==> src/rtl/pts_pkg.sv <==
// Shared types, constants and the pitch-class function of the pitch track smoother.
package pts_pkg;

	localparam int unsigned RING_DEPTH = 3;
	localparam int unsigned FREQ_W     = 16;
	localparam int unsigned CONF_W     = 9;
	localparam int unsigned CLASS_W    = 4;
	localparam int unsigned ADDR_W     = 4;
	localparam int unsigned DATA_W     = 32;
	localparam int unsigned QUEUE_DEPTH = 2;

	localparam logic [CONF_W-1:0] CONF_ONE = 9'd256;

	localparam logic [FREQ_W-1:0] GATE_LOW_RST  = 16'd800;
	localparam logic [FREQ_W-1:0] GATE_HIGH_RST = 16'd32000;
	localparam logic [FREQ_W-1:0] FOLD_LOW_RST  = 16'd3200;
	localparam logic [FREQ_W-1:0] FOLD_HIGH_RST = 16'd15200;

	localparam logic [1:0] REG_GATE_LOW  = 2'd0;
	localparam logic [1:0] REG_GATE_HIGH = 2'd1;
	localparam logic [1:0] REG_FOLD_LOW  = 2'd2;
	localparam logic [1:0] REG_FOLD_HIGH = 2'd3;

	// normalized mantissa at which the rounded note steps up by one
	localparam logic [FREQ_W-1:0] NOTE_EDGES [12] = '{
		16'd34470, 16'd36520, 16'd38691, 16'd40992, 16'd43429, 16'd46012,
		16'd48748, 16'd51646, 16'd54717, 16'd57971, 16'd61418, 16'd65070
	};

	typedef struct packed {
		logic [FREQ_W-1:0] raw_freq;
		logic [CONF_W-1:0] confidence;
	} in_word_t;

	typedef struct packed {
		logic [FREQ_W-1:0]  tracked_freq;
		logic               gate_pass;
		logic               note_valid;
		logic [CLASS_W-1:0] pitch_class;
	} out_word_t;

	typedef struct packed {
		logic [FREQ_W-1:0] gate_low;
		logic [FREQ_W-1:0] gate_high;
		logic [FREQ_W-1:0] fold_low;
		logic [FREQ_W-1:0] fold_high;
	} cfg_t;

	// classified word handed from front to back
	typedef struct packed {
		logic [FREQ_W-1:0] value;
		logic              pass;
		logic [CONF_W-1:0] conf;
	} q_word_t;

	function automatic logic [CLASS_W-1:0] note_class(input logic [FREQ_W-1:0] f);
		logic [3:0]        pos;
		logic [FREQ_W-1:0] m;
		logic [3:0]        k;
		pos = 4'd0;
		for (int i = 0; i < FREQ_W; i++) begin
			if (f[i]) begin
				pos = 4'(i);
			end
		end
		m = f << (4'd15 - pos);
		k = 4'd0;
		for (int i = 0; i < 12; i++) begin
			if (m >= NOTE_EDGES[i]) begin
				k = k + 4'd1;
			end
		end
		if (k == 4'd12) begin
			k = 4'd0;
		end
		return k;
	endfunction

endpackage

==> src/rtl/pts_regs.sv <==
// APB register file holding the gate and fold limits.
module pts_regs (
	input  logic                       clk,
	input  logic                       arst_n,
	input  logic                       psel,
	input  logic                       penable,
	input  logic                       pwrite,
	input  logic [pts_pkg::ADDR_W-1:0] paddr,
	input  logic [pts_pkg::DATA_W-1:0] pwdata,
	output logic [pts_pkg::DATA_W-1:0] prdata,
	output logic                       pready,
	output pts_pkg::cfg_t              cfg
);
	import pts_pkg::*;

	cfg_t       cfg_q;
	logic [1:0] idx;
	logic       wr_en;

	assign idx    = paddr[3:2];
	assign pready = 1'b1;
	assign wr_en  = psel & penable & pwrite;
	assign cfg    = cfg_q;

	always_ff @(posedge clk or negedge arst_n) begin
		if (!arst_n) begin
			cfg_q.gate_low  <= GATE_LOW_RST;
			cfg_q.gate_high <= GATE_HIGH_RST;
			cfg_q.fold_low  <= FOLD_LOW_RST;
			cfg_q.fold_high <= FOLD_HIGH_RST;
		end else if (wr_en) begin
			unique case (idx)
				REG_GATE_LOW:  cfg_q.gate_low  <= pwdata[FREQ_W-1:0];
				REG_GATE_HIGH: cfg_q.gate_high <= pwdata[FREQ_W-1:0];
				REG_FOLD_LOW:  cfg_q.fold_low  <= pwdata[FREQ_W-1:0];
				REG_FOLD_HIGH: cfg_q.fold_high <= pwdata[FREQ_W-1:0];
				default: ;
			endcase
		end
	end

	always_comb begin
		prdata = '0;
		unique case (idx)
			REG_GATE_LOW:  prdata[FREQ_W-1:0] = cfg_q.gate_low;
			REG_GATE_HIGH: prdata[FREQ_W-1:0] = cfg_q.gate_high;
			REG_FOLD_LOW:  prdata[FREQ_W-1:0] = cfg_q.fold_low;
			REG_FOLD_HIGH: prdata[FREQ_W-1:0] = cfg_q.fold_high;
			default:       prdata = '0;
		endcase
	end

endmodule

==> src/rtl/pts_front.sv <==
// Front end: median ring, range gate, octave fold and confidence clamp.
module pts_front (
	input  logic              clk,
	input  logic              arst_n,
	input  logic              accept,
	input  pts_pkg::in_word_t item,
	input  pts_pkg::cfg_t     cfg,
	output pts_pkg::q_word_t  q_word
);
	import pts_pkg::*;

	logic [FREQ_W-1:0] ring_q [RING_DEPTH];
	logic [1:0]        slot_q;
	logic [1:0]        slot;
	logic [FREQ_W-1:0] a, b, c;
	logic [FREQ_W-1:0] lo, hi, mid, med;
	logic              pass;
	logic [FREQ_W:0]   dbl;
	logic [FREQ_W-1:0] folded;

	// stray slot value wraps to the first entry
	assign slot = (slot_q >= 2'(RING_DEPTH)) ? 2'd0 : slot_q;

	assign a = (slot == 2'd0) ? item.raw_freq : ring_q[0];
	assign b = (slot == 2'd1) ? item.raw_freq : ring_q[1];
	assign c = (slot == 2'd2) ? item.raw_freq : ring_q[2];

	assign lo  = (a < b) ? a : b;
	assign hi  = (a < b) ? b : a;
	assign mid = (hi < c) ? hi : c;
	assign med = (lo > mid) ? lo : mid;

	assign pass = (med > cfg.gate_low) && (med < cfg.gate_high);
	assign dbl  = {med, 1'b0};

	always_comb begin
		if (med < cfg.fold_low) begin
			folded = dbl[FREQ_W] ? '1 : dbl[FREQ_W-1:0];
		end else if (med > cfg.fold_high) begin
			folded = {1'b0, med[FREQ_W-1:1]};
		end else begin
			folded = med;
		end
	end

	assign q_word.value = folded;
	assign q_word.pass  = pass;
	assign q_word.conf  = (item.confidence > CONF_ONE) ? CONF_ONE : item.confidence;

	always_ff @(posedge clk or negedge arst_n) begin
		if (!arst_n) begin
			for (int i = 0; i < RING_DEPTH; i++) begin
				ring_q[i] <= '0;
			end
			slot_q <= 2'd0;
		end else if (accept) begin
			ring_q[slot] <= item.raw_freq;
			slot_q       <= (slot == 2'(RING_DEPTH - 1)) ? 2'd0 : slot + 2'd1;
		end
	end

endmodule

==> src/rtl/pts_queue.sv <==
// Two-entry queue between the front end and the tracker.
module pts_queue (
	input  logic             clk,
	input  logic             arst_n,
	input  logic             push,
	input  pts_pkg::q_word_t push_word,
	output logic             full,
	input  logic             pop,
	output logic             not_empty,
	output pts_pkg::q_word_t pop_word
);
	import pts_pkg::*;

	q_word_t    mem_q [QUEUE_DEPTH];
	logic       wptr_q;
	logic       rptr_q;
	logic [1:0] cnt_q;
	logic       do_pop;

	assign full      = (cnt_q == 2'(QUEUE_DEPTH));
	assign not_empty = (cnt_q != 2'd0);
	assign pop_word  = mem_q[rptr_q];
	assign do_pop    = pop & not_empty;

	always_ff @(posedge clk) begin
		if (push) begin
			mem_q[wptr_q] <= push_word;
		end
	end

	always_ff @(posedge clk or negedge arst_n) begin
		if (!arst_n) begin
			wptr_q <= 1'b0;
			rptr_q <= 1'b0;
			cnt_q  <= 2'd0;
		end else begin
			if (push) begin
				wptr_q <= ~wptr_q;
			end
			if (do_pop) begin
				rptr_q <= ~rptr_q;
			end
			if (push && !do_pop) begin
				cnt_q <= cnt_q + 2'd1;
			end else if (!push && do_pop) begin
				cnt_q <= cnt_q - 2'd1;
			end
		end
	end

endmodule

==> src/rtl/pts_back.sv <==
// Back end: blends into the tracked value, then names the pitch class.
module pts_back (
	input  logic               clk,
	input  logic               arst_n,
	input  logic               q_valid,
	input  pts_pkg::q_word_t   q_word,
	output logic               pop,
	output logic               res_valid,
	input  logic               res_stall,
	output pts_pkg::out_word_t res
);
	import pts_pkg::*;

	logic [FREQ_W-1:0] trk_q;
	logic              valid_s1;
	logic              pass_s1;
	logic              valid_s2;
	out_word_t         res_s2;
	logic              en_s2;
	logic [CONF_W-1:0] inv_p;
	logic [24:0]       prod_new;
	logic [24:0]       prod_old;
	logic [25:0]       blend;
	logic [FREQ_W-1:0] trk_next;

	assign en_s2 = !valid_s2 || !res_stall;
	assign pop   = q_valid && (!valid_s1 || en_s2);

	assign inv_p    = CONF_ONE - q_word.conf;
	assign prod_new = 25'(q_word.conf * q_word.value);
	assign prod_old = 25'(inv_p * trk_q);
	assign blend    = {1'b0, prod_new} + {1'b0, prod_old};

	always_comb begin
		trk_next = trk_q;
		if (q_word.pass) begin
			trk_next = (trk_q == '0) ? q_word.value : blend[23:8];
		end
	end

	always_ff @(posedge clk or negedge arst_n) begin
		if (!arst_n) begin
			trk_q    <= '0;
			valid_s1 <= 1'b0;
			valid_s2 <= 1'b0;
		end else begin
			if (pop) begin
				trk_q <= trk_next;
			end
			if (pop) begin
				valid_s1 <= 1'b1;
			end else if (en_s2) begin
				valid_s1 <= 1'b0;
			end
			if (en_s2) begin
				valid_s2 <= valid_s1;
			end
		end
	end

	always_ff @(posedge clk) begin
		if (pop) begin
			pass_s1 <= q_word.pass;
		end
		if (en_s2 && valid_s1) begin
			res_s2.tracked_freq <= trk_q;
			res_s2.gate_pass    <= pass_s1;
			res_s2.note_valid   <= (trk_q != '0);
			res_s2.pitch_class  <= note_class(trk_q);
		end
	end

	assign res_valid = valid_s2;
	assign res       = res_s2;

endmodule

==> src/rtl/pitch_track_smoother.sv <==
// Top level of the pitch track smoother.
//   channel  | dir | handshake                 | word
//   item     | in  | item_valid / item_stall   | in_word_t  (raw_freq, confidence)
//   res      | out | res_valid / res_stall     | out_word_t (tracked_freq, gate_pass,
//            |     |                           |             note_valid, pitch_class)
//   apb      | in  | psel / penable / pready   | gate and fold limits
// One word per cycle sustained while res_stall is low; res_valid rises once the
// queue pop has moved the word into the blend stage, then into the output stage.
// The tracked value updates at the pop. item_stall rises only when the two-entry
// queue is full; res_stall backs up through the blend stage into the queue.
// Reset clears the median ring, the tracked value and all valid flags.
module pitch_track_smoother (
	input  logic                       clk,
	input  logic                       arst_n,
	input  logic                       item_valid,
	output logic                       item_stall,
	input  pts_pkg::in_word_t          item,
	output logic                       res_valid,
	input  logic                       res_stall,
	output pts_pkg::out_word_t         res,
	input  logic                       psel,
	input  logic                       penable,
	input  logic                       pwrite,
	input  logic [pts_pkg::ADDR_W-1:0] paddr,
	input  logic [pts_pkg::DATA_W-1:0] pwdata,
	output logic [pts_pkg::DATA_W-1:0] prdata,
	output logic                       pready
);
	import pts_pkg::*;

	cfg_t    cfg;
	q_word_t push_word;
	q_word_t pop_word;
	logic    accept;
	logic    full;
	logic    not_empty;
	logic    pop;

	assign item_stall = full;
	assign accept     = item_valid && !full;

	pts_regs u_regs (
		.clk     (clk),
		.arst_n  (arst_n),
		.psel    (psel),
		.penable (penable),
		.pwrite  (pwrite),
		.paddr   (paddr),
		.pwdata  (pwdata),
		.prdata  (prdata),
		.pready  (pready),
		.cfg     (cfg)
	);

	pts_front u_front (
		.clk    (clk),
		.arst_n (arst_n),
		.accept (accept),
		.item   (item),
		.cfg    (cfg),
		.q_word (push_word)
	);

	pts_queue u_queue (
		.clk       (clk),
		.arst_n    (arst_n),
		.push      (accept),
		.push_word (push_word),
		.full      (full),
		.pop       (pop),
		.not_empty (not_empty),
		.pop_word  (pop_word)
	);

	pts_back u_back (
		.clk       (clk),
		.arst_n    (arst_n),
		.q_valid   (not_empty),
		.q_word    (pop_word),
		.pop       (pop),
		.res_valid (res_valid),
		.res_stall (res_stall),
		.res       (res)
	);

endmodule

==> config.mk <==
export PLATFORM = sky130hd
export DESIGN_NAME = pitch_track_smoother
export DESIGN_NICKNAME = d
export VERILOG_FILES = /design/src/rtl/pts_pkg.sv /design/src/rtl/pts_regs.sv /design/src/rtl/pts_front.sv /design/src/rtl/pts_queue.sv /design/src/rtl/pts_back.sv /design/src/rtl/pitch_track_smoother.sv
export SDC_FILE = /design/constraint.sdc
export NUM_CORES = 1
export LEC_CHECK = 0
export ABC_AREA = 1
export BUFFER_PORTS_ARGS = -buffer_cell sky130_fd_sc_hd__buf_2
export CORE_MARGIN = 2
export CORE_UTILIZATION = 55
export CTS_BUF_LIST = sky130_fd_sc_hd__clkbuf_4
export DETAILED_ROUTE_END_ITERATION = 8
export GPL_TIMING_DRIVEN = 1
export PLACE_DENSITY = 0.73
export SLEW_MARGIN = 20
export SYNTH_ARGS = -nofsm -noshare
export SYNTH_HDL_FRONTEND = slang
export SYNTH_SLANG_ARGS = --single-unit
export TNS_END_PERCENT = 50
==> constraint.sdc <==
create_clock -name clk -period 18.2 [get_ports clk]
set_clock_uncertainty 0.2 [all_clocks]
set_input_delay 1.82 -clock clk [delete_from_list [all_inputs] [get_ports clk]]
set_output_delay 1.82 -clock clk [all_outputs]
set_load 0.1 [all_outputs]
==> impl_metrics.env, run 1 <==
export IMPL_m1WireLength_um=24900
export IMPL_synth_warnings=0
export IMPL_post_cts_buffers=0
export IMPL_min_delay_start="u_front.ring_q[12]"
export IMPL_status="finished clean"
export IMPL_die_y_um=211
export IMPL_worstHoldPathCells=2
export IMPL_detailed_routed_wire_length_on_met3_um=3350
export IMPL_nFillCells=3801
export IMPL_final_hold_worst_slack_ns=0.282
export IMPL_cts_inserted_buffers=57
export IMPL_worst_pin_slew_ns=1.13
export IMPL_yosys_most_used_dff="sky130_fd_sc_hd__dfrtp_1"
export IMPL_grt_max_degree=73
export IMPL_finalWorstPathRequiredPeriod_ns=11.33
export IMPL_rr_startpoint="u_queue.rptr_q"
export IMPL_cts_clk_slew_worst_paths_ns=0.06
export IMPL_cap_violations=0
export IMPL_ffs_w_async_s_r_synth_pct=64.5
export IMPL_required_ns=18.72
export IMPL_crit_path_max_fanout=28
export IMPL_detailroute_via_count=20000
export IMPL_hold_path_class="reg2reg"
export IMPL_headroom_to_the_max_slew_limit_pct=24.6
export IMPL_synth_most_common_cell="sky130_fd_sc_hd__nand2_1"
export IMPL_met2RoutedLength_um=28600
export IMPL_detail_route_antenna_nets=0
export IMPL_critPathMostFrequentCell="sky130_fd_sc_hd__inv_1"
export IMPL_globalplace_congestion=0.880
export IMPL_post_route_setup_tns_ns=0
export IMPL_drc=0
export IMPL_grt_total_usage_pct=27.8
export IMPL_highest_layer="met5"
export IMPL_io_buffer_count=89
export IMPL_final_min_period_over_clock_period_pct=62.3
export IMPL_clkSinkCount=211
export IMPL_min_delay_worst_endpoint="u_front.ring_q[12]"
export IMPL_cts_hold_buf=0
export IMPL_worstRegToRegCells=39
export IMPL_drive_above_1_share_pct=11.6
export IMPL_netlist_area_leader_share_pct=19.7
export IMPL_grt_setup_unrepaired="false"
export IMPL_synthTopCellsByArea="sky130_fd_sc_hd__fa_1, sky130_fd_sc_hd__nand2_1, sky130_fd_sc_hd__dfrtp_1, sky130_fd_sc_hd__ha_1, sky130_fd_sc_hd__edfxtp_1"
export IMPL_startpoint="u_queue.rptr_q"
export IMPL_drt_wl_total_um=59100
export IMPL_path_class="reg2reg"
export IMPL_cts_h_tree_depth=2
export IMPL_avgViaCountPerCell=5.44
export IMPL_cts_repair_resize_count=0
export IMPL_initial_antenna_violation_count=3
export IMPL_avgRoutedWirePerCell_um=16.1
export IMPL_placed_cells=3555
export IMPL_grt_pass1_vias=20400
export IMPL_die_area_sq_um=44600
export IMPL_initial_utilization_pct=56.1
export IMPL_synth_top_area_cell="sky130_fd_sc_hd__fa_1"
export IMPL_cts_tree="done"
export IMPL_worstSkewPairLatency_ns=0.86
export IMPL_root_cell_of_the_clock_tree="sky130_fd_sc_hd__clkbuf_4"
export IMPL_timing_final_max_slew_violations=0
export IMPL_critical_path_max_stage_delay_ns=0.89
export IMPL_r2r_end="u_back.trk_q[15]"
export IMPL_cts_root_to_sink_buffers=3
export IMPL_timing_hold_violations_final=0
export IMPL_cp_end_kind="flip-flop"
export IMPL_crit_slowest_cell="sky130_fd_sc_hd__dfrtp_1"
export IMPL_setup_viol=0
export IMPL_overflow=0
export IMPL_synth_cell_types=65
export IMPL_grt_first_pass_wirelength_um=99700
export IMPL_areaGrowthSynthToFinish_pct=5.99
export IMPL_register_area_share_after_synthesis_pct=24.0
export IMPL_fp_dieW_um=211
export IMPL_setup_reg_to_reg_worst_slack_ns=6.87
export IMPL_num_rows=75
export IMPL_syn_inst=3024
export IMPL_synth_seq_cells=211
export IMPL_coreArea_sq_um=42100
export IMPL_yosys_top_cells_count="sky130_fd_sc_hd__nand2_1, sky130_fd_sc_hd__inv_1, sky130_fd_sc_hd__o21ai_0"
export IMPL_top_level_ports=125
export IMPL_hpwlAfterDp_um=45600
export IMPL_synth_cell_area_sq_um=23600
export IMPL_maxClockFrequency_mhz=88.2
export IMPL_data_arrival_time_of_the_critical_path_ns=11.85
export IMPL_number_of_synthesized_flops_with_an_enable_pin=75
export IMPL_worstSetupStartpointType="flip-flop"
export IMPL_drt_initial_drc_count=1166
export IMPL_dr_pass1_iters=5
export IMPL_post_synth_cell_area_avg_sq_um=7.81
export IMPL_finalNonFillerCells=3666
export IMPL_finalNetCount=3569
==> cells in the final DEF (no fill, tap or decap), drive strengths merged, types with 2 or more instances in the layout <==
cell,synthesis,layout
and2,6,6
a21o,7,7
o21bai,2,2
inv,500,502
o21a,3,3
a21oi,85,85
fa,233,233
edfxtp,75,75
o221a,2,2
diode,0,5
clkinv,7,27
clkbuf,85,84
o21ai,279,279
ha,193,193
a211oi,8,8
nand3,172,172
o221ai,2,2
buf,42,104
dfrtp,117,117
o22ai,13,13
xor2,18,18
a31oi,5,5
o2111ai,16,16
xnor2,8,8
nand4,20,20
o31ai,2,2
nor2,197,197
dfstp,19,19
conb,2,17
nand2,841,841
or2,36,36
o211ai,7,7
nor3,11,11
==> cell families (layout without fill, tap and decap cells) <==
logic type	Yosys count	in the layout	share of synthesized area (%)
AOI/OAI and AO/OA	437	437	10.4
xor gates and xnor gates	26	26	0.964
adders and majority gates	426	426	30.0
buffers and inverters	635	718	11.0
DFF	211	211	24.0
other	2	22	0.0318
and+or+nand+nor	1287	1287	23.7
==> stage by stage <==
step           area [sq um]  utilization, %  worst slack, ns
3_5_place_dp          24300            57.6             6.77
3_3_place_gp          24300            57.6             6.93
6_report              25000            59.4             6.87
5_1_grt               25000            59.4             5.89
4_1_cts               25000            59.4             6.91
2_1_floorplan         23700               -             9.36
==> layout make-up <==
class                           instances  area [sq um]  share of cell area (%)
Antenna cell                            5          12.5                  0.0500
Clock buffer                           84           631                    2.52
Clock inverter                         22           109                   0.435
Inverter                              508          1940                    7.73
Multi-Input combinational cell       2193         15400                    61.6
Sequential cell                       211          5680                    22.7
Tap cell                              539           674                    2.69
Timing Repair Buffer                  104           564                    2.25
==> critical path: cells and delay by family, from the launching register on <==
kind | cells | cell delay, ns
AO/OA/AOI/OAI | 13 | 2.46
XOR/XNOR | 1 | 0.15
adder cells (fa/ha/maj) | 7 | 3.52
buffers and inverters | 9 | 2.18
flip-flops | 1 | 0.89
AND/OR/NAND/NOR | 9 | 1.84
==> registers in the layout, indices dropped and copies added (netlist names), 2 cells and up <==
signal and count:
u_front.slot_q 2, u_queue.mem_q 52, u_regs.cfg 64, u_back.trk_q 16, u_front.ring_q 48, u_back.res 22, u_queue.cnt_q 2
==> routing by layer <==
metal	global-route usage, %	up-vias
met5	0	-
met4	10.5	2
met3	4.36	149
met2	47.6	616
met1	35.5	9538
li1	-	9651
==> worst max path at each step <==
stage / cells past startpoint / to / slack, ns
after floorplan: 43 / u_queue.mem_q[0][18] / 9.36
after global placement: 39 / u_queue.mem_q[0][25] / 6.93
after detailed placement: 38 / u_queue.mem_q[0][25] / 6.77
after CTS: 39 / u_back.trk_q[15] / 6.91
after global routing: 39 / u_back.trk_q[15] / 5.89
final: 39 / u_back.trk_q[15] / 6.87
Power of run 1 is left out: the tool's default activity adds up to more than one toggle a clock period on the data nets, which glitch-free logic cannot reach.
==> run 2: changes to the inputs <==
clock period = 11.9 ns   (was 18.2 ns; I/O delays follow)
==> run 2 against run 1 <==
Against the previous run: count of clock-buffer cells in the layout is 8 lower; critical endpoint is now u_queue.mem_q[0][25]; core utilization is 0.44 points higher; critical path depth stayed put; critical path type unchanged; cell count is 0.30% higher; worst hold slack worse by 0.12 ns; final area is 0.74% higher; global-route usage is 0.14 points higher; sequential share of layout area is 0.17 points lower; non-clock buffer count is 7 higher.
==> impl_metrics.env, run 2 (synthesis gave the netlist of run 1 again) <==
export IMPL_hpwlAfterDp_um=45600
export IMPL_timing_final_max_slew_violations=0
export IMPL_setup_reg_to_reg_worst_slack_ns=1.28
export IMPL_timing_critical_path_max_delay_family="compound AO/OA/AOI/OAI gates"
export IMPL_cts_inserted_buffers=61
export IMPL_nFillCells=3766
export IMPL_top_level_ports=125
export IMPL_detailroute_via_count=20000
export IMPL_final_seq_area_sq_um=5680
export IMPL_required_ns=12.24
export IMPL_number_of_cells_on_the_critical_path=39
export IMPL_drive_above_1_share_pct=12.0
export IMPL_grt_setup_unrepaired="false"
export IMPL_multi_input_comb_area_sq_um=15400
export IMPL_data_arrival_time_of_the_critical_path_ns=10.96
export IMPL_timing_hold_violations_final=0
export IMPL_cts_h_tree_depth=2
export IMPL_hold_path_class="in2async"
export IMPL_drc=0
export IMPL_die_y_um=211
export IMPL_setup_viol=0
export IMPL_cp_end_kind="flip-flop"
export IMPL_final_min_period_over_clock_period_pct=89.3
export IMPL_worstRegToRegCells=39
export IMPL_worst_pin_slew_ns=1.16
export IMPL_cts_tree="done"
export IMPL_fp_dieW_um=211
export IMPL_layout_commonest_cell="sky130_fd_sc_hd__nand2_1"
export IMPL_overflow=0
export IMPL_num_rows=75
export IMPL_worstSetupEndpoint="u_queue.mem_q[0][25]"
export IMPL_initial_utilization_pct=56.1
export IMPL_cts_root_to_sink_buffers=3
export IMPL_avgRoutedWirePerCell_um=16.1
export IMPL_coreArea_sq_um=42100
export IMPL_critPathMostFrequentCell="sky130_fd_sc_hd__nand2_1"
export IMPL_startpoint="u_front.slot_q[0]"
export IMPL_crit_path_max_fanout=33
export IMPL_rr_startpoint="u_front.slot_q[0]"
export IMPL_areaGrowthSynthToFinish_pct=6.78
export IMPL_headroom_to_the_max_slew_limit_pct=22.5
export IMPL_finalWorstPathRequiredPeriod_ns=10.62
export IMPL_cap_violations=0
export IMPL_detail_route_antenna_nets=0
export IMPL_grt_first_pass_wirelength_um=100000
export IMPL_path_class="reg2reg"
export IMPL_number_of_flip_flops_in_the_largest_register=64
export IMPL_worstSetupStartpointType="flip-flop"
export IMPL_worstSkewPairLatency_ns=0.86
export IMPL_root_cell_of_the_clock_tree="sky130_fd_sc_hd__clkbuf_4"
export IMPL_avgViaCountPerCell=5.43
export IMPL_dr_pass1_iters=6
export IMPL_drt_wl_total_um=59100
export IMPL_io_buffer_count=89
export IMPL_initial_antenna_violation_count=2
export IMPL_grt_pass1_vias=20500
export IMPL_critical_path_max_stage_delay_ns=0.67
export IMPL_finalNetCount=3580
export IMPL_critPathBufInv=7
export IMPL_globalplace_congestion=0.888
export IMPL_post_route_setup_tns_ns=0
export IMPL_drt_initial_drc_count=1252
export IMPL_maxClockFrequency_mhz=94.1
export IMPL_clkSinkCount=211
export IMPL_die_area_sq_um=44600
export IMPL_r2r_end="u_queue.mem_q[0][25]"
export IMPL_crit_slowest_cell="sky130_fd_sc_hd__ha_2"
export IMPL_cts_clk_slew_worst_paths_ns=0.08
export IMPL_status="finished clean"
export IMPL_grt_total_usage_pct=27.9
export IMPL_highest_count_cells_in_the_layout_ignoring_fill_and_taps="sky130_fd_sc_hd__nand2_1, sky130_fd_sc_hd__inv_1, sky130_fd_sc_hd__o21ai_0"
export IMPL_grt_max_degree=74
[run 2: cell types whose count changed in the layout (fill, tap and decap cells not counted), sizes merged]
cell | previous run | this run
clkinv | 27 | 37
clkbuf | 84 | 76
bufinv | 1 | 6
diode | 5 | 2
buf | 104 | 111
[run 2: final cells by class]
class	count	share of cell area, %
multi-input combinational	2193	61.2
sequential	211	22.5
inverter	508	7.67
tap	539	2.67
timing repair buffer	111	2.44
clock buffer	76	2.26
clock inverter	37	1.22
antenna	2	0.0198
[run 2: layer usage]
metal  up-vias  part of all wire, %  global-route usage (%)
met5         -                    0                       0
met4         0                  3.5                    11.3
met3       148                  5.7                    4.16
li1       9659                    -                       -
met1      9526                   42                    35.2
met2       618                   49                    48.3
[run 2: per-stage QoR]
| stage | area [sq um] | setup slack, ns | cells | hold WS, ns | util, % |
|---|---|---|---|---|---|
| floorplan | 23700 | 3.23 | 3039 | 0.200 | - |
| detailed placement | 24300 | 1.13 | 3562 | 0.268 | 57.8 |
| finish | 25200 | 1.28 | 3677 | 0.163 | 59.9 |
| global route | 25200 | 0.121 | 3677 | 0.184 | 59.9 |
| CTS | 25200 | 1.08 | 3675 | 0.144 | 59.9 |
| global placement | 24300 | 1.41 | 3562 | 0.263 | 57.8 |
[run 2: how the worst min path moves through the flow]
stage	start	end	cells past startpoint
after global routing	arst_n	u_regs.cfg[41]	1
after floorplan	u_back.pass_s1	u_back.res[5]	0
after CTS	arst_n	u_regs.cfg[37]	1
final	arst_n	u_regs.cfg[7]	1
after global placement	u_front.ring_q[22]	u_front.ring_q[22]	2
after detailed placement	u_front.ring_q[21]	u_front.ring_q[21]	2
[run 2: repair_timing]
item	in CTS	in global routing
hold buffers	0	0
setup endpoints to repair	0	32
resized for setup	0	2
setup buffers	0	0
Power of run 2 is left out for the same reason.
